## config.mk

```make
export PLATFORM = sky130hd
export DESIGN_NAME = best_detection_per_class_select
export DESIGN_NICKNAME = d
export VERILOG_FILES = /design/src/design/bdps_pkg.sv /design/src/design/best_detection_per_class_select.sv /design/src/design/bdps_slot.sv /design/src/design/bdps_emit.sv
export SDC_FILE = /design/constraint.sdc
export NUM_CORES = 2
export LEC_CHECK = 0
export ABC_AREA = 1
export BUFFER_PORTS_ARGS = -buffer_cell sky130_fd_sc_hd__clkbuf_2
export CAP_MARGIN = 25
export CORE_ASPECT_RATIO = 0.8
export CORE_MARGIN = 3
export CORE_UTILIZATION = 50
export CTS_CLUSTER_DIAMETER = 100
export DETAILED_ROUTE_END_ITERATION = 16
export GPL_TIMING_DRIVEN = 0
export PLACE_DENSITY_LB_ADDON = 0.3
export SYNTH_ARGS = -nofsm -noshare
export SYNTH_HDL_FRONTEND = slang
export SYNTH_HIERARCHICAL = 1
export SYNTH_SLANG_ARGS = --single-unit
```

## constraint.sdc

```tcl
create_clock -name clk -period 12.4 [get_ports clk]
set_input_delay 1.24 -clock clk [delete_from_list [all_inputs] [get_ports clk]]
set_output_delay 1.24 -clock clk [all_outputs]
set_load 0.02 [all_outputs]
```

## src/design/bdps_pkg.sv

```systemverilog
// package: widths, records, register codes and constants for the best-detection selector
`timescale 1ns / 1ps
package bdps_pkg;

    localparam int NUM_SLOTS  = 4;
    localparam int SLOT_W     = 2;
    localparam int CLASS_W    = 8;
    localparam int CONF_W     = 16;
    localparam int COORD_W    = 12;
    localparam int AREA_W     = 24;
    localparam int CENTER_W   = 13;
    localparam int CFG_IDX_W  = 3;
    localparam int CFG_DATA_W = 16;

    // box coordinates are kept to this many bits
    localparam int COORD_BITS = 12;
    localparam logic [COORD_W-1:0] COORD_MASK = (COORD_BITS >= COORD_W) ?
        {COORD_W{1'b1}} : COORD_W'((1 << COORD_BITS) - 1);

    // smallest box that may qualify
    localparam logic [COORD_W-1:0] MIN_DET_W = COORD_W'(4);
    localparam logic [COORD_W-1:0] MIN_DET_H = COORD_W'(4);

    localparam logic [CONF_W-1:0] THR_RESET = CONF_W'(32768);

    typedef enum logic [CFG_IDX_W-1:0] {
        REG_SLOT0_CLASS     = 3'd0,
        REG_SLOT0_THRESHOLD = 3'd1,
        REG_SLOT1_CLASS     = 3'd2,
        REG_SLOT1_THRESHOLD = 3'd3,
        REG_SLOT2_CLASS     = 3'd4,
        REG_SLOT2_THRESHOLD = 3'd5,
        REG_SLOT3_CLASS     = 3'd6,
        REG_SLOT3_THRESHOLD = 3'd7
    } cfg_reg_t;

    // one registered detection
    typedef struct packed {
        logic [CLASS_W-1:0] cls;
        logic [CONF_W-1:0]  conf;
        logic [COORD_W-1:0] x;
        logic [COORD_W-1:0] y;
        logic [COORD_W-1:0] w;
        logic [COORD_W-1:0] h;
        logic [AREA_W-1:0]  area;
    } det_t;

    // what one slot holds
    typedef struct packed {
        logic               found;
        logic [CONF_W-1:0]  conf;
        logic [COORD_W-1:0] x;
        logic [COORD_W-1:0] y;
        logic [COORD_W-1:0] w;
        logic [COORD_W-1:0] h;
        logic [AREA_W-1:0]  area;
    } slot_rec_t;

endpackage

```

## src/design/best_detection_per_class_select.sv

```systemverilog
// top level: config registers, input register, four slots and the result buffer
//
//  channel  | signals                                   | beat moves
//  ---------+-------------------------------------------+-------------------------------
//  input    | in_valid / in_ready + detection fields    | one detection or end marker
//  result   | out_valid / out_ready + result fields     | one slot result, four a frame
//  config   | cfg_we, cfg_index, cfg_data               | one register write, no wait
//
// One input beat per cycle: a beat lands in the input register, the slots
// compare and update from that register. An end-of-frame beat copies
// the four slots into the result buffer, which drains in four result beats.
// A following frame is taken at full rate while the buffer drains; only an
// end-of-frame beat waits if the buffer still holds the previous frame.
// Reset clears all slots, the buffer and loads the default class ids and thresholds.
`timescale 1ns / 1ps
module best_detection_per_class_select (
    input  logic                            clk,
    input  logic                            rst_n,
    input  logic                            cfg_we,
    input  logic [bdps_pkg::CFG_IDX_W-1:0]  cfg_index,
    input  logic [bdps_pkg::CFG_DATA_W-1:0] cfg_data,
    input  logic                            in_valid,
    output logic                            in_ready,
    input  logic                            has_detection,
    input  logic [bdps_pkg::CLASS_W-1:0]    det_class,
    input  logic [bdps_pkg::CONF_W-1:0]     det_confidence,
    input  logic [bdps_pkg::COORD_W-1:0]    box_x,
    input  logic [bdps_pkg::COORD_W-1:0]    box_y,
    input  logic [bdps_pkg::COORD_W-1:0]    box_w,
    input  logic [bdps_pkg::COORD_W-1:0]    box_h,
    input  logic                            last_in,
    output logic                            out_valid,
    input  logic                            out_ready,
    output logic [bdps_pkg::SLOT_W-1:0]     slot,
    output logic                            found,
    output logic [bdps_pkg::CONF_W-1:0]     best_confidence,
    output logic [bdps_pkg::COORD_W-1:0]    out_x,
    output logic [bdps_pkg::COORD_W-1:0]    out_y,
    output logic [bdps_pkg::COORD_W-1:0]    out_w,
    output logic [bdps_pkg::COORD_W-1:0]    out_h,
    output logic [bdps_pkg::AREA_W-1:0]     out_area,
    output logic [bdps_pkg::CENTER_W-1:0]   center_x2,
    output logic [bdps_pkg::CENTER_W-1:0]   center_y2,
    output logic                            last_out
);
    import bdps_pkg::*;

    logic [CLASS_W-1:0] cls_reg [NUM_SLOTS];
    logic [CONF_W-1:0]  thr_reg [NUM_SLOTS];

    logic      s1_valid_reg;
    logic      s1_has_reg;
    logic      s1_last_reg;
    det_t      s1_det_reg;
    det_t      det_next;
    logic      s1_go;
    logic      emit_free;
    logic      in_take;
    slot_rec_t recs [NUM_SLOTS];

    // configuration registers
    always_ff @(posedge clk or negedge rst_n)
    begin
        if (!rst_n)
        begin
            for (int i = 0; i < NUM_SLOTS; i++)
            begin
                cls_reg[i] <= CLASS_W'(i);
                thr_reg[i] <= THR_RESET;
            end
        end
        else if (cfg_we)
        begin
            unique case (cfg_reg_t'(cfg_index))
                REG_SLOT0_CLASS:     cls_reg[0] <= cfg_data[CLASS_W-1:0];
                REG_SLOT0_THRESHOLD: thr_reg[0] <= cfg_data[CONF_W-1:0];
                REG_SLOT1_CLASS:     cls_reg[1] <= cfg_data[CLASS_W-1:0];
                REG_SLOT1_THRESHOLD: thr_reg[1] <= cfg_data[CONF_W-1:0];
                REG_SLOT2_CLASS:     cls_reg[2] <= cfg_data[CLASS_W-1:0];
                REG_SLOT2_THRESHOLD: thr_reg[2] <= cfg_data[CONF_W-1:0];
                REG_SLOT3_CLASS:     cls_reg[3] <= cfg_data[CLASS_W-1:0];
                REG_SLOT3_THRESHOLD: thr_reg[3] <= cfg_data[CONF_W-1:0];
                default: ;
            endcase
        end
    end

    // input register handshake: an end-of-frame beat waits for a free buffer
    assign s1_go    = s1_valid_reg && (!s1_last_reg || emit_free);
    assign in_ready = !s1_valid_reg || s1_go;
    assign in_take  = in_valid && in_ready;

    // masked box and its area
    always_comb
    begin
        det_next.cls  = det_class;
        det_next.conf = det_confidence;
        det_next.x    = box_x & COORD_MASK;
        det_next.y    = box_y & COORD_MASK;
        det_next.w    = box_w & COORD_MASK;
        det_next.h    = box_h & COORD_MASK;
        det_next.area = AREA_W'(det_next.w) * AREA_W'(det_next.h);
    end

    always_ff @(posedge clk or negedge rst_n)
    begin
        if (!rst_n)
            s1_valid_reg <= 1'b0;
        else if (in_ready)
            s1_valid_reg <= in_valid;
    end

    always_ff @(posedge clk)
    begin
        if (in_take)
        begin
            s1_has_reg  <= has_detection;
            s1_last_reg <= last_in;
            s1_det_reg  <= det_next;
        end
    end

    // four parallel slots
    for (genvar g = 0; g < NUM_SLOTS; g++)
    begin : g_slot
        bdps_slot u_slot (
            .clk   (clk),
            .rst_n (rst_n),
            .cls   (cls_reg[g]),
            .thr   (thr_reg[g]),
            .det   (s1_det_reg),
            .load  (s1_go && s1_has_reg),
            .clear (s1_go && s1_last_reg),
            .rec   (recs[g])
        );
    end

    // result buffer
    bdps_emit u_emit (
        .clk             (clk),
        .rst_n           (rst_n),
        .snap            (s1_go && s1_last_reg),
        .recs            (recs),
        .free            (emit_free),
        .out_valid       (out_valid),
        .out_ready       (out_ready),
        .slot            (slot),
        .found           (found),
        .best_confidence (best_confidence),
        .out_x           (out_x),
        .out_y           (out_y),
        .out_w           (out_w),
        .out_h           (out_h),
        .out_area        (out_area),
        .center_x2       (center_x2),
        .center_y2       (center_y2),
        .last_out        (last_out)
    );

endmodule

```

## src/design/bdps_slot.sv

```systemverilog
// one compare-and-keep slot: qualifies a detection and keeps the best one of the frame
`timescale 1ns / 1ps
module bdps_slot (
    input  logic                       clk,
    input  logic                       rst_n,
    input  logic [bdps_pkg::CLASS_W-1:0] cls,
    input  logic [bdps_pkg::CONF_W-1:0]  thr,
    input  bdps_pkg::det_t             det,
    input  logic                       load,
    input  logic                       clear,
    output bdps_pkg::slot_rec_t        rec
);
    import bdps_pkg::*;

    logic      valid_reg;
    logic      valid_next;
    slot_rec_t keep_reg;
    logic      qualify;
    logic      take;

    // qualification against this slot's class, threshold and minimum box
    assign qualify = (det.cls == cls) && (det.conf >= thr) &&
                     (det.w >= MIN_DET_W) && (det.h >= MIN_DET_H);

    // higher confidence wins, larger area breaks a tie, else the earlier stays
    assign take = load && qualify &&
                  (!valid_reg || (det.conf > keep_reg.conf) ||
                   ((det.conf == keep_reg.conf) && (det.area > keep_reg.area)));

    // record after this beat, before any end-of-frame clear
    always_comb
    begin
        rec       = keep_reg;
        rec.found = valid_reg;
        if (take)
        begin
            rec.found = 1'b1;
            rec.conf  = det.conf;
            rec.x     = det.x;
            rec.y     = det.y;
            rec.w     = det.w;
            rec.h     = det.h;
            rec.area  = det.area;
        end
    end

    assign valid_next = clear ? 1'b0 : rec.found;

    // valid flag
    always_ff @(posedge clk or negedge rst_n)
    begin
        if (!rst_n)
            valid_reg <= 1'b0;
        else
            valid_reg <= valid_next;
    end

    // kept detection payload
    always_ff @(posedge clk)
    begin
        if (take)
            keep_reg <= rec;
    end

endmodule

```

## src/design/bdps_emit.sv

```systemverilog
// result buffer: captures the four slots at end of frame and drains them one beat at a time
`timescale 1ns / 1ps
module bdps_emit (
    input  logic                          clk,
    input  logic                          rst_n,
    input  logic                          snap,
    input  bdps_pkg::slot_rec_t           recs [bdps_pkg::NUM_SLOTS],
    output logic                          free,
    output logic                          out_valid,
    input  logic                          out_ready,
    output logic [bdps_pkg::SLOT_W-1:0]   slot,
    output logic                          found,
    output logic [bdps_pkg::CONF_W-1:0]   best_confidence,
    output logic [bdps_pkg::COORD_W-1:0]  out_x,
    output logic [bdps_pkg::COORD_W-1:0]  out_y,
    output logic [bdps_pkg::COORD_W-1:0]  out_w,
    output logic [bdps_pkg::COORD_W-1:0]  out_h,
    output logic [bdps_pkg::AREA_W-1:0]   out_area,
    output logic [bdps_pkg::CENTER_W-1:0] center_x2,
    output logic [bdps_pkg::CENTER_W-1:0] center_y2,
    output logic                          last_out
);
    import bdps_pkg::*;

    localparam logic [SLOT_W-1:0] LAST_SLOT = SLOT_W'(NUM_SLOTS - 1);

    logic              busy_reg;
    logic              busy_next;
    logic [SLOT_W-1:0] cnt_reg;
    logic [SLOT_W-1:0] cnt_next;
    slot_rec_t         buf_reg [NUM_SLOTS];
    slot_rec_t         cur;
    logic              done;

    assign done = busy_reg && out_ready && (cnt_reg == LAST_SLOT);
    assign free = !busy_reg || done;

    // drain control
    always_comb
    begin
        busy_next = busy_reg;
        cnt_next  = cnt_reg;
        if (busy_reg && out_ready)
        begin
            cnt_next = cnt_reg + SLOT_W'(1);
            if (cnt_reg == LAST_SLOT)
                busy_next = 1'b0;
        end
        if (snap)
        begin
            busy_next = 1'b1;
            cnt_next  = '0;
        end
    end

    always_ff @(posedge clk or negedge rst_n)
    begin
        if (!rst_n)
        begin
            busy_reg <= 1'b0;
            cnt_reg  <= '0;
        end
        else
        begin
            busy_reg <= busy_next;
            cnt_reg  <= cnt_next;
        end
    end

    // snapshot of all slots
    always_ff @(posedge clk)
    begin
        if (snap)
        begin
            for (int i = 0; i < NUM_SLOTS; i++)
                buf_reg[i] <= recs[i];
        end
    end

    // result fields, zero for a slot that found nothing
    assign cur             = buf_reg[cnt_reg];
    assign out_valid       = busy_reg;
    assign slot            = cnt_reg;
    assign found           = cur.found;
    assign best_confidence = cur.found ? cur.conf : '0;
    assign out_x           = cur.found ? cur.x : '0;
    assign out_y           = cur.found ? cur.y : '0;
    assign out_w           = cur.found ? cur.w : '0;
    assign out_h           = cur.found ? cur.h : '0;
    assign out_area        = cur.found ? cur.area : '0;
    assign center_x2       = cur.found ?
        ({cur.x, 1'b0} + {1'b0, cur.w}) : '0;
    assign center_y2       = cur.found ?
        ({cur.y, 1'b0} + {1'b0, cur.h}) : '0;
    assign last_out        = (cnt_reg == LAST_SLOT);

endmodule

```

======== Word level (Yosys, flattened, before mapping) ========
Memories as Yosys holds them, arrays and structs flattened.
Index checks and enable logic that the tools add are counted.
storage, ports and cells
  memory bits (writable) .................. 356
  memories kept ........................... 1
  flip-flop bits (word level) ............. 554
memories
  name            words  width  read ports  clocked after memory_dff  wr ports  line             source
  u_emit.buf_reg  4      89     1           0                         4         bdps_emit.sv:31  slot_rec_t buf_reg [NUM_SLOTS];
cells by class
  eq/ne operators ......................... 16
  $lt $le $gt $ge ......................... 14
  multiplexer cells ....................... 23
  reduce and logical (&&, ||, !) cells .... 60
  add/subtract/negate cells ............... 3
  $mul .................................... 1
operators by type and width
  operator                                                                              count
  89-bit two-way mux                                                                    4
  24-bit > comparator                                                                   4
  16-bit == test                                                                        4
  16-bit greater-or-equal comparator                                                    4
  16-bit > comparator                                                                   4
  12-bit two-way mux                                                                    4
  8-bit == test                                                                         4
  1-bit logical AND                                                                     30
  13-bit by 12-bit adder with 13-bit output                                             2
  13-bit two-way mux                                                                    2
  12-bit by 3-bit greater-or-equal comparator with 1-bit output, second input constant  2
  12-bit by 12-bit multiplier with 24-bit output                                        1
  24-bit two-way mux                                                                    1
  2-bit AND reduction                                                                   9
  16-bit two-way mux                                                                    1
  3-bit == test, second input constant                                                  4
  1-bit logical OR                                                                      11
  1-bit two-way mux                                                                     9
  1-bit zero test                                                                       7
  3-bit by 2-bit == test with 1-bit output, second input constant                       2
  2-bit two-way mux                                                                     2
  2-bit nonzero test                                                                    2
  3-bit by 1-bit == test with 1-bit output, second input constant                       1
  3-bit zero test                                                                       1
  2 further kinds                                                                       2

======== Depth between registers and ports, before layout ========
  depth in word-level cells ............... 10
  depth in mapped cells ................... 23
  gate-level depth less buffers ........... 22

======== By module ========
Netlist, hierarchy kept.
by module, submodules not included
  module                           cells an instance  seq. area each (um^2)  times used  area each (um^2)
  bdps_slot                        670                2667.6                 4           5621.6
  bdps_emit                        1403               10765.3                1           15532.4
  best_detection_per_class_select  1173               5380.2                 1           11528.6

======== Worst setup path before layout ========
OpenSTA, ideal clock, no wires.
  path kind ............................... input to register
  from .................................... input out_ready
  to ...................................... register u_emit.cnt_reg[0] (netlist: u_emit/slot[0])
  path buffers ............................ 0
  library setup time ...................... 137 ps
  cell stages on the path ................. 7
  path slack .............................. 2652 ps
  required time ........................... 12263 ps
  arrival time ............................ 9611 ps
  cells stage by stage .................... nand2_1 > nand2_1 > nand3_1 > inv_1 > inv_1 > nand3_1 > o21ai_0
on the way
  word-level cells in the longest chain between the ends .. 7
  elaborated cells between the ends (all ways) .. 8
  classes of those cells .................. 1 x mux; 7 x reduce/logical
RTL lines
  what                                                     line                                    source
  start, declared                                          best_detection_per_class_select.sv:33   input logic out_ready,
  1-bit logical AND * (2 in a row)                         bdps_emit.sv:35                         assign done = busy_reg && out_ready && (cnt_reg == LAST_SLOT);
  1-bit logical OR *                                       bdps_emit.sv:36                         assign free = !busy_reg || done;
  via emit_free                                            best_detection_per_class_select.sv:57   logic emit_free;
  1-bit logical OR *                                       best_detection_per_class_select.sv:89   assign s1_go = s1_valid_reg && (!s1_last_reg || emit_free);
  1-bit logical AND *                                      best_detection_per_class_select.sv:89
  1-bit logical AND *                                      best_detection_per_class_select.sv:142  .snap (s1_go && s1_last_reg),
  2-bit two-way mux or 2-bit nonzero test (tied branches)  n/a
  end signal, assigned                                     bdps_emit.sv:66                         cnt_reg <= cnt_next;
  end, declared                                            bdps_emit.sv:29                         logic [SLOT_W-1:0] cnt_reg;
The timed path passes the listed nets; every way through them passes the cells marked *.
A chain may end at the register's enable or synchronous reset.

======== Final worst setup path ========
  from .................................... register u_emit.cnt_reg[0] (netlist: u_emit/slot[0])
  to ...................................... output center_x2[7] (netlist name)
on the way
  word-level cells in the longest chain between the ends .. 3
RTL lines
  what                                       line                                   source
  memory 4 x 89 bit *                        n/a
  13-bit by 12-bit adder with 13-bit output  bdps_emit.sv:92                        ({cur.x, 1'b0} + {1'b0, cur.w}) : '0;
  13-bit two-way mux *                       bdps_emit.sv:91                        assign center_x2 = cur.found ?
  end, declared                              best_detection_per_class_select.sv:42  output logic [bdps_pkg::CENTER_W-1:0] center_x2,
Mark *: on every way between the ends. The rest lies on a longest branch, timed or not.

==> impl_results.md <==
- Power density over the cells: 212 nW/um2
- Core Util, Final: 0.569
- Largest register FFs: 356
- Worst EP arrival: between 4 and 5 ns
- Synth top area share: 0.488
- Mapped Avg Cell Area: about 9.4 um2
- Top_reg_cell synth: edfxtp_1
- Postcts setup bufs: 0
- CTS tree: built
- First-pass GRT wire length: between 200000 and 250000 um
- Post-route minimum period: 5.70 ns
- Area leader, netlist: edfxtp_1
- Startpoint types: flip-flop
- Slew at the pin closest to its max-slew limit: a little over 1 ns
- Clock tree buffer depth: 3
- Mapped Cells: 5256
- Reg2Reg Setup Slack: 7.03 ns
- Final nets: 6084
- HPWL Detailed: roughly 110000 um
- Area growth from synthesis to layout: 11.9%
- Seq/Total Area, Yosys: 0.541
- Worst-case reg-to-reg path depth: 15
- Cell variety after synth: 38
- RR Endpoint: g_slot[3].u_slot/keep_reg[64]$_DFFE_PP_
- Max-slew headroom: 0.310
- Worst Hold Depth: 2
- DRC violations left: 0
- Synth warn: 6
- Clk_lat worst skew: slightly below 0.7 ns
- Worst Hold Class: flip-flop to flip-flop
- Vias per inst: 5.60
- Die Y: 288 um
- Share of cells above drive strength 1: 0.0955
- WS Path Type: flip-flop to primary output
- # IOs: ~220
- Root buf cell: clkbuf_16
- Fmax: approximately 180 MHz
- Critical path fanouts, max: 10
- Drt pass-1 iters: 6
- Leak: roughly 26 nW
- Asr flop ratio synth: 0.114
- Gr ovfl total: 0
- Clock slew at reported path FFs: approximately 0.06 ns
- RSZ-0062 raised after global routing: false
- Average routed wire per standard cell: between 20 and 25 um
- WHS: around 0.5 ns
- Rows: slightly above 100
- Largest net degree at the start of global routing: 107
- Critical path capture point type: primary output
- Skew final: between 0.03 and 0.04 ns
- Tcrit/Tclk final: 0.460
- Die area: 103000 um2
- Placement Cell Area: 52500 um2
- Starting Density: 0.508
- Max-cap violation count: 0
- Post-Syn Nets: 5765
- Post-synthesis register bit count: 910
- First DRT Iteration DRCs: approximately 4700
- Final Slew Violations: 0
- Vias in the first global route: approximately 37000
- Die width: between 300 and 400 um
- Vias after detailed routing: a little under 40000
- Core Area: just under 100000 um2
- GP Congestion: ~0.91
- Routed Antenna Nets: 0
- Worst r2r src: u_emit/slot[1]$_DFFE_PN0P_
- Status: complete, no violations
- Dpl cells: 6781
- Buffers added on ports: 217
- Post-synth EDFFs: ~810
- Total track usage: 0.284
- Hold_buf cts: 0
- H-tree Lvls: 3
- Setup Viol. Count Final: 0
- Clk sinks: between 900 and 1000
- Post_cts resized: 0
- Synth Cell Area: ~50000 um2
- VDD IR max: 0.168 mV
- Final wirelength: ~150000 um
- Hold Path End: cls_reg[13]$_DFFE_PN0P_
- Final instance area: between 50000 and 60000 um2
- Post-Layout Cell Count: between 6000 and 7000
- Final Hold Vio Count: 0
- Required time of the worst setup path: ~11 ns
- CTS Buf Count: around 90
- Hold Path Origin: cls_reg[13]$_DFFE_PN0P_
- Initial antenna violation count: 4
- Most area-consuming cells after synthesis: edfxtp_1, nand2_1, ha_1
==> final cells by class <==
cell class	count	area [um2]
Tap cell	1300	1630
Clock buffer	121	2510
Sequential cell	910	26800
Buffer	219	1180
Multi-Input combinational cell	3467	19100
Timing Repair Buffer	225	1320
Inverter	660	2500
Antenna cell	2	5.00
Fill cell	8513	42100
Clock inverter	50	412
==> Yosys cell counts, types with 6 or more instances <==
master and n:
nor2_1 439, ha_1 309, edfxtp_1 806, xor2_1 17, o21ai_0 283, nand2_1 1528, o21a_1 9, nand4_1 17
buf_2 91, nor4_1 8, xnor2_1 8, a21o_1 12, a21oi_1 191, buf_1 6, nand3_2 6, buf_6 16
nand3_1 439, o22ai_1 50, dfrtp_1 96, dfstp_2 8, nor3_1 23, fa_1 102, buf_4 32, inv_2 6
inv_1 653, clkbuf_1 74
==> power breakdown <==
group / internal [mW] / switching [mW]
Combinational: 1.52 / 3.49
Sequential: 3.70 / 0.279
Clock: 1.52 / 1.23
==> worst max-delay path by stage <==
stage / start / slack [ns] / depth (start not counted) / endpoint
2_1_floorplan: out_ready / 2.65 / 7 / u_emit/slot[0]$_DFFE_PN0P_
3_3_place_gp: out_ready / -2.73 / 8 / u_emit/slot[0]$_DFFE_PN0P_
3_5_place_dp: box_w[10] / 6.14 / 20 / s1_det_reg[22]$_DFFE_PP_
4_1_cts: u_emit/slot[0]$_DFFE_PN0P_ / 6.78 / 16 / center_x2[7]
5_1_grt: u_emit/slot[0]$_DFFE_PN0P_ / 6.52 / 16 / center_x2[7]
6_report: u_emit/slot[0]$_DFFE_PN0P_ / 6.70 / 16 / center_x2[7]
==> through the flow <==
stage	worst slack, ns	power (mW)	TNS, ns
after CTS	6.78	11.7	0
final	6.70	11.7	0
after global routing	6.52	12.4	0
after detailed placement	6.14	8.96	0
after floorplan	2.65	7.21	0
after global placement	-2.73	9.00	-242.30
==> routing by layer <==
metal / GRT usage / part of all wire / vias up
met1: 0.407 / 0.41 / 18600
met3: 0.0697 / 0.12 / 292
met5: 0.00238 / 0.000088 / -
met2: 0.429 / 0.44 / 2047
li1: - / - / 18000
met4: 0.0846 / 0.031 / 2
==> cells in the final DEF (no fill, tap or decap), types with 95 or more instances in the layout <==
cell type,instances
a21oi_1,191
clkbuf_1,96
clkbuf_16,95
clkbuf_2,216
dfrtp_1,96
edfxtp_1,806
fa_1,102
ha_1,309
inv_1,647
nand2_1,1528
nand3_1,439
nor2_1,439
o21ai_0,283
==> logic make-up (layout without fill, tap and decap cells) <==
logic type / after synthesis / after routing / synth area share
xor+xnor: 25 / 25 / 0.00442
other cells: 0 / 2 / 0
flops: 910 / 910 / 0.541
simple gates: 2478 / 2478 / 0.203
fa+ha+maj: 411 / 411 / 0.119
compound gates: 553 / 553 / 0.0584
buf+inv: 879 / 1275 / 0.0738
==> worst max-delay path, stage by stage (launching register included) <==
cell	delay, ns
dfrtp_1	0.40
buf_4	0.19
buf_6	0.16
buf_6	0.19
buf_2	0.27
o21ai_0	0.46
nand2_1	0.33
ha_1	0.37
fa_1	0.42
nand2_1	0.13
nand3_1	0.11
nand2_1	0.10
o21ai_0	0.11
nand2_1	0.09
nand2_1	0.05
nor2_1	0.15
clkbuf_2	0.22
No activity file was read; power rests on OpenSTA's default activity.
